===== config.mk =====
export PLATFORM = sky130hd
export DESIGN_NAME = cac_line_fix
export DESIGN_NICKNAME = d
export VERILOG_FILES = /design/src/hdl/cac_pkg.sv /design/src/hdl/cac_line_fix.sv
export SDC_FILE = /design/constraint.sdc
export NUM_CORES = 2
export LEC_CHECK = 0
export ABC_AREA = 1
export ABC_CLOCK_PERIOD_IN_PS = 15000
export BUFFER_PORTS_ARGS = -buffer_cell sky130_fd_sc_hd__buf_2
export CORE_AREA = 2 2 429 431
export DETAILED_ROUTE_END_ITERATION = 6
export DIE_AREA = 0 0 431 433
export GPL_TIMING_DRIVEN = 1
export MAX_ROUTING_LAYER = met4
export SLEW_MARGIN = 20
export SYNTH_ARGS = -nofsm -noshare
export SYNTH_HDL_FRONTEND = slang
export SYNTH_SLANG_ARGS = --single-unit
export TNS_END_PERCENT = 20

===== constraint.sdc =====
create_clock -name vclk -period 15
set_input_delay 1.5 -clock vclk [all_inputs]
set_output_delay 1.5 -clock vclk [all_outputs]
set_load 0.02 [all_outputs]

===== src/hdl/cac_pkg.sv =====
// Shared types, constants and helpers of the chromatic aberration correction unit.
`timescale 1ns / 1ps
package cac_pkg;

	localparam int CH_W    = 14;
	localparam int WIN     = 7;
	localparam int LINES   = 6;
	localparam int GRAD_W  = 18;
	localparam int DIFF_W  = 15;
	localparam logic [CH_W-1:0] CH_MAX = 14'h3fff;

	// Configuration register indexes
	localparam logic [2:0] CFG_ENABLE = 3'd0;
	localparam logic [2:0] CFG_WIDTH  = 3'd1;
	localparam logic [2:0] CFG_HEIGHT = 3'd2;
	localparam logic [2:0] CFG_TRANS  = 3'd3;
	localparam logic [2:0] CFG_EDGE   = 3'd4;

	// Channel selects
	localparam logic [1:0] CH_RED   = 2'd0;
	localparam logic [1:0] CH_GREEN = 2'd1;
	localparam logic [1:0] CH_BLUE  = 2'd2;

	// Pixel with red in the top bits, blue in the bottom bits
	typedef struct packed {
		logic [CH_W-1:0] r;
		logic [CH_W-1:0] g;
		logic [CH_W-1:0] b;
	} px_t;

	typedef logic signed [GRAD_W-1:0] grad_t;
	typedef logic signed [DIFF_W-1:0] diff_t;
	typedef grad_t [4:0]        gch_t;
	typedef gch_t [2:0]         gset_t;
	typedef px_t [WIN-1:0]      line_t;
	typedef diff_t [WIN-1:0]    dline_t;
	typedef px_t [LINES-1:0]    lsw_t;

	// Thresholds handed to the line correction
	typedef struct packed {
		logic [15:0] trans_thr;
		logic [15:0] edge_thr;
	} thr_t;

	function automatic diff_t ch_diff(input logic [CH_W-1:0] a, input logic [CH_W-1:0] b);
		ch_diff = $signed({1'b0, a}) - $signed({1'b0, b});
	endfunction

	function automatic logic [CH_W-1:0] clip14(input logic signed [15:0] v);
		if (v < 0)
			clip14 = '0;
		else if (v > $signed({2'b00, CH_MAX}))
			clip14 = CH_MAX;
		else
			clip14 = v[CH_W-1:0];
	endfunction

endpackage


===== src/hdl/cac_line_fix.sv =====
// Color difference clamp along one seven pixel line of the window.
`timescale 1ns / 1ps
module cac_line_fix (
	input  cac_pkg::gset_t  grad,
	input  cac_pkg::line_t  pix,
	input  cac_pkg::dline_t bg,
	input  cac_pkg::dline_t rg,
	input  cac_pkg::thr_t   thr,
	output cac_pkg::line_t  fixed
);
	import cac_pkg::*;

	grad_t       tt, te, gc;
	logic        pos, act;
	logic [4:0]  flat;
	logic [2:0]  lo_end, hi_end;
	diff_t       b_hi, b_lo, r_hi, r_lo;

	assign tt  = $signed({2'b00, thr.trans_thr});
	assign te  = $signed({2'b00, thr.edge_thr});
	assign gc  = grad[CH_GREEN][2];
	assign pos = gc > tt;
	assign act = pos || (gc < -tt);

	// Flat test of every gradient position over all three channels
	always_comb begin
		for (int k = 0; k < 5; k++) begin
			flat[k] = 1'b1;
			for (int c = 0; c < 3; c++) begin
				if (pos ? !(grad[c][k] < te) : !(grad[c][k] > -te))
					flat[k] = 1'b0;
			end
		end
	end

	// Transient ends
	assign lo_end = flat[1] ? 3'd2 : (flat[0] ? 3'd1 : 3'd0);
	assign hi_end = flat[3] ? 3'd4 : (flat[4] ? 3'd5 : 3'd6);

	// Difference range at the ends
	always_comb begin
		b_hi = (bg[lo_end] > bg[hi_end]) ? bg[lo_end] : bg[hi_end];
		b_lo = (bg[lo_end] < bg[hi_end]) ? bg[lo_end] : bg[hi_end];
		r_hi = (rg[lo_end] > rg[hi_end]) ? rg[lo_end] : rg[hi_end];
		r_lo = (rg[lo_end] < rg[hi_end]) ? rg[lo_end] : rg[hi_end];
	end

	// Clamp pixels strictly between the ends
	always_comb begin
		logic signed [15:0] gs;
		fixed = pix;
		for (int k = 1; k < 6; k++) begin
			gs = $signed({2'b00, pix[k].g});
			if (act && (3'(k) > lo_end) && (3'(k) < hi_end)) begin
				if (bg[k] > b_hi)
					fixed[k].b = clip14(gs + {b_hi[DIFF_W-1], b_hi});
				else if (bg[k] < b_lo)
					fixed[k].b = clip14(gs + {b_lo[DIFF_W-1], b_lo});
				if (rg[k] > r_hi)
					fixed[k].r = clip14(gs + {r_hi[DIFF_W-1], r_hi});
				else if (rg[k] < r_lo)
					fixed[k].r = clip14(gs + {r_lo[DIFF_W-1], r_lo});
			end
		end
	end

endmodule


# Word-level counts from Yosys, hierarchy flattened
# Index checks and enable logic that the tools add are counted.
[totals]
ff_bits = 0
inputBits = 806
[op_classes]
n_addsub = 22
magnitude_cmp = 102
mux = 110
reduce_logical = 35
[ops]
columns = ["cell", "count"]
rows = [
  ["14-bit two-way mux", 70],
  ["15-bit by 15-bit adder with 16-bit output", 20],
  ["16-bit by 15-bit greater-than comparator with 1-bit output (second input constant)", 20],
  ["16-bit by 1-bit less-than comparator with 1-bit output (second input constant)", 20],
  ["18-bit greater-than comparator", 12],
  ["18-bit by 17-bit less-than comparator with 1-bit output", 12],
  ["15-bit binary-select mux with 3-bit select", 4],
  ["15-bit greater-than comparator", 12],
  ["15-bit less-than comparator", 12],
  ["15-bit two-way mux", 8],
  ["16-bit negator with 18-bit output", 2],
  ["1-bit two-way mux", 25],
  ["1-bit logical NOT", 24],
  ["18-bit by 17-bit greater-than comparator with 1-bit output", 1],
  ["18-bit less-than comparator", 1],
  ["1-bit logical AND", 10],
  ["3-bit by 2-bit greater-than comparator with 1-bit output (first input constant)", 2],
  ["2-bit by 3-bit less-than comparator with 1-bit output (first input constant)", 2],
  ["3-bit less-than comparator (first input constant)", 2],
  ["2-bit two-way mux", 3],
  ["2-bit greater-than comparator (first input constant)", 2],
  ["2-bit by 4-bit less-than comparator with 1-bit output (second input constant)", 1],
  ["3-bit by 4-bit less-than comparator with 1-bit output (second input constant)", 1],
  ["1-bit by 3-bit less-than comparator with 1-bit output (first input constant)", 1],
  ["other kinds (2)", 2],
]

# Depth between registers and ports, before layout
[depth]
word_depth = 20
mapped_depth = 68

# Least setup slack after synthesis
# OpenSTA, ideal clock, no wires.
[synth_path]
path_type = "input to output"
startpoint = "input thr[1] (netlist name)"
endpoint = "output fixed[250] (netlist name)"
arrival_ns = 10.790
t_required_ns = 13.500
path_slack_ns = 2.710
stages = 57
n_path_buf = 3
path_cell_list = "inv_1 -> ha_1 -> nand3_1 -> nor4_1 -> nand4_1 -> nor3_1 -> ha_1 -> nand4_1 -> nor3_1 -> nand4_1 -> nor2_1 -> nor2_1 -> nand2_1 -> nor2_1 -> nand3_1 -> nand2_2 -> nor2_2 -> buf_6 -> [21 not listed] -> o21bai_1 -> a21oi_1 -> o21bai_1 -> a21oi_1 -> o21bai_1 -> a21oi_1 -> o21ai_0 -> nand2_1 -> inv_1 -> nor2_1 -> nor2_1 -> nor2_1 -> xnor2_1 -> nand2_1 -> buf_4 -> o21ai_0 -> a21oi_1 -> a21oi_1"
[synth_rtl]
columns = ["item", "line", "source"]
rows = [
  ["from (decl)", "cac_line_fix.sv:8", "input cac_pkg::thr_t thr,"],
  ["to (decl)", "cac_line_fix.sv:9", "output cac_pkg::line_t fixed"],
]

==> flow_summary.json <==
{
  "status": "finished clean",
  "crit_path_end_kind": "output port",
  "max_freq_mhz": 70.04,
  "via_per_inst": 5.024,
  "nFillCells": 20420,
  "whs_ps": 3000,
  "die_x_um": 431,
  "start_util": 0.2162,
  "grt_max_degree": 58,
  "die_h_um": 433,
  "cp_common_cell": "nand2_1",
  "syn-num-nets": 8129,
  "gp_congestion": 0.9911,
  "synth.yosys.seq_area_share": 0,
  "io_buffer_count": 896,
  "num_io_pins": 1100,
  "finalMaxSlewViolations": 0,
  "die_area_sq_mm": 0.1866,
  "core_area_sq_mm": 0.1821,
  "netlist_area_sq_mm": 0.03936,
  "setup_viol": 0,
  "crit_type": "input port to output port",
  "mostFrequentLayoutCells": "nand2_1, ha_1, buf_2",
  "hold_viol": 0,
  "seq_cell_count": 0,
  "grt_first_pass_wirelength_mm": 328.1,
  "postCtsHoldBufs": 0,
  "syn_inst": 6236,
  "area_delta_synth_final_pct": 17.33,
  "crit_slowest_cell": "ha_1",
  "vias": 47570,
  "antenna_found_initial": 193,
  "rsz0062_at_grt": "no",
  "drv_cap": 0,
  "wl_per_cell_um": 25.67,
  "grt.total_usage": 0.2542,
  "firstDrtPassIters": 7,
  "crit_path_start": "thr[7]",
  "relSlewSlack": 0.3572,
  "grt-ovfl-total": 0,
  "nClkBuffers": 0,
  "yosysWarnings": 0,
  "hpwl_mm": 209.2,
  "syn_area_per_cell_sq_um": 6.312,
  "worst_slew_pin_slew_ps": 954.1,
  "required_ps": 13500,
  "arrival_ps": 12780,
  "seq_area_sq_um": 0,
  "slowest_delay_ps": 530,
  "fin_crit_ps": 14280,
  "hold_class": "input port to output port",
  "layout_commonest_cell": "nand2_1",
  "post-route-drc-count": 0,
  "drt-initial-drc-count": 3567,
  "routed_wl_mm": 243.0,
  "timing.final.crit_share": 0.9518,
  "tns_ps": 0,
  "std_cell_rows": 157,
  "cp_max_fo": 15,
  "hold_path_startpoint": "pix[0]",
  "final_util": 0.2536,
  "final_layout_size_suffix_gt1_frac": 0.1722,
  "postRouteAntennaNets": 0,
  "startpoint_type": "input port",
  "first_global_vias": 44340,
  "finalNetCount": 8848,
  "synth_cell_types": 62
}
## per-stage QoR
stage	instance area [sq um]	worst slack, ps	std cells
after CTS	45790	372.9	9334
final	46180	723.4	9467
after global routing	46150	61.94	9452
after global placement	45780	452.7	9334
after floorplan	39360	2710	6236
after detailed placement	45790	365.1	9334
## cells in the mapped netlist, types with 8 or more instances
master,count,area share
and2_1,8,0.0013
a31oi_1,25,0.0040
o21ai_0,188,0.024
o211ai_1,24,0.0046
o31ai_1,13,0.0025
nor2_1,389,0.037
o2111ai_1,18,0.0040
and3_1,12,0.0019
o21bai_1,68,0.013
a211oi_1,22,0.0042
inv_2,14,0.0013
nand2_2,44,0.0070
nand4_1,53,0.0084
o21ai_1,29,0.0037
a21oi_1,797,0.10
fa_1,20,0.010
nand2_4,12,0.0034
or2_2,40,0.0064
clkbuf_1,51,0.0049
nand3_1,588,0.075
xnor2_1,132,0.029
inv_1,693,0.066
nor3_1,51,0.0065
o22ai_1,32,0.0051
o21a_1,28,0.0053
nand3b_1,15,0.0029
a221oi_1,13,0.0029
a21o_1,16,0.0031
nand2_1,1305,0.12
o221ai_1,20,0.0045
buf_6,20,0.0057
nor2_2,9,0.0014
buf_4,161,0.031
ha_1,1067,0.34
nand3_2,16,0.0041
buf_2,43,0.0055
a31o_2,21,0.0047
xor2_1,123,0.027
## cell families (layout without fill, tap and decap cells)
family	after synthesis	count (layout)	share of synthesized area
other cells	0	129	0
compound gates	1338	1338	0.1934
xor+xnor	256	256	0.05715
simple gates	2560	2560	0.2843
fa+ha+maj	1087	1087	0.3493
buf+inv	995	1712	0.1158
## routing by layer
| layer | GRT usage | part of all wire | vias to the layer above |
|---|---|---|---|
| met1 | 0.2963 | 0.41 | 22250 |
| met3 | 0.06121 | 0.080 | 552 |
| met2 | 0.4007 | 0.45 | 1834 |
| li1 | - | - | 22940 |
| met4 | 0.1406 | 0.064 | 0 |
| met5 | - | 0 | - |
## worst max-delay path, delay by kind of cell
| kind | cells | cell delay (ps) |
|---|---|---|
| XOR/XNOR | 2 | 600 |
| AND/OR/NAND/NOR | 23 | 3860 |
| AO/OA/AOI/OAI | 16 | 3240 |
| buffers and inverters | 8 | 2350 |
| adder cells (fa/ha/maj) | 3 | 1160 |
## layout make-up
class	instances	area [sq um]	area share
inverters	712	2690	0.05825
repair inverters	2	10.01	0.0002167
repair buffers	998	5275	0.1142
well taps	2385	2984	0.06461
diodes	129	322.8	0.006990
multi-input cells	5241	34900	0.7557
## worst paths after layout
path    endpoint  slack (ps)  depth (start not counted)
max   fixed[132]         720                         52
min     fixed[0]        3000                          0
## timing repair
item	CTS	global route
hold endpoints to repair	0	0
endpoints found under the setup margin	0	124
buffers inserted	0	2
resized for setup	0	13
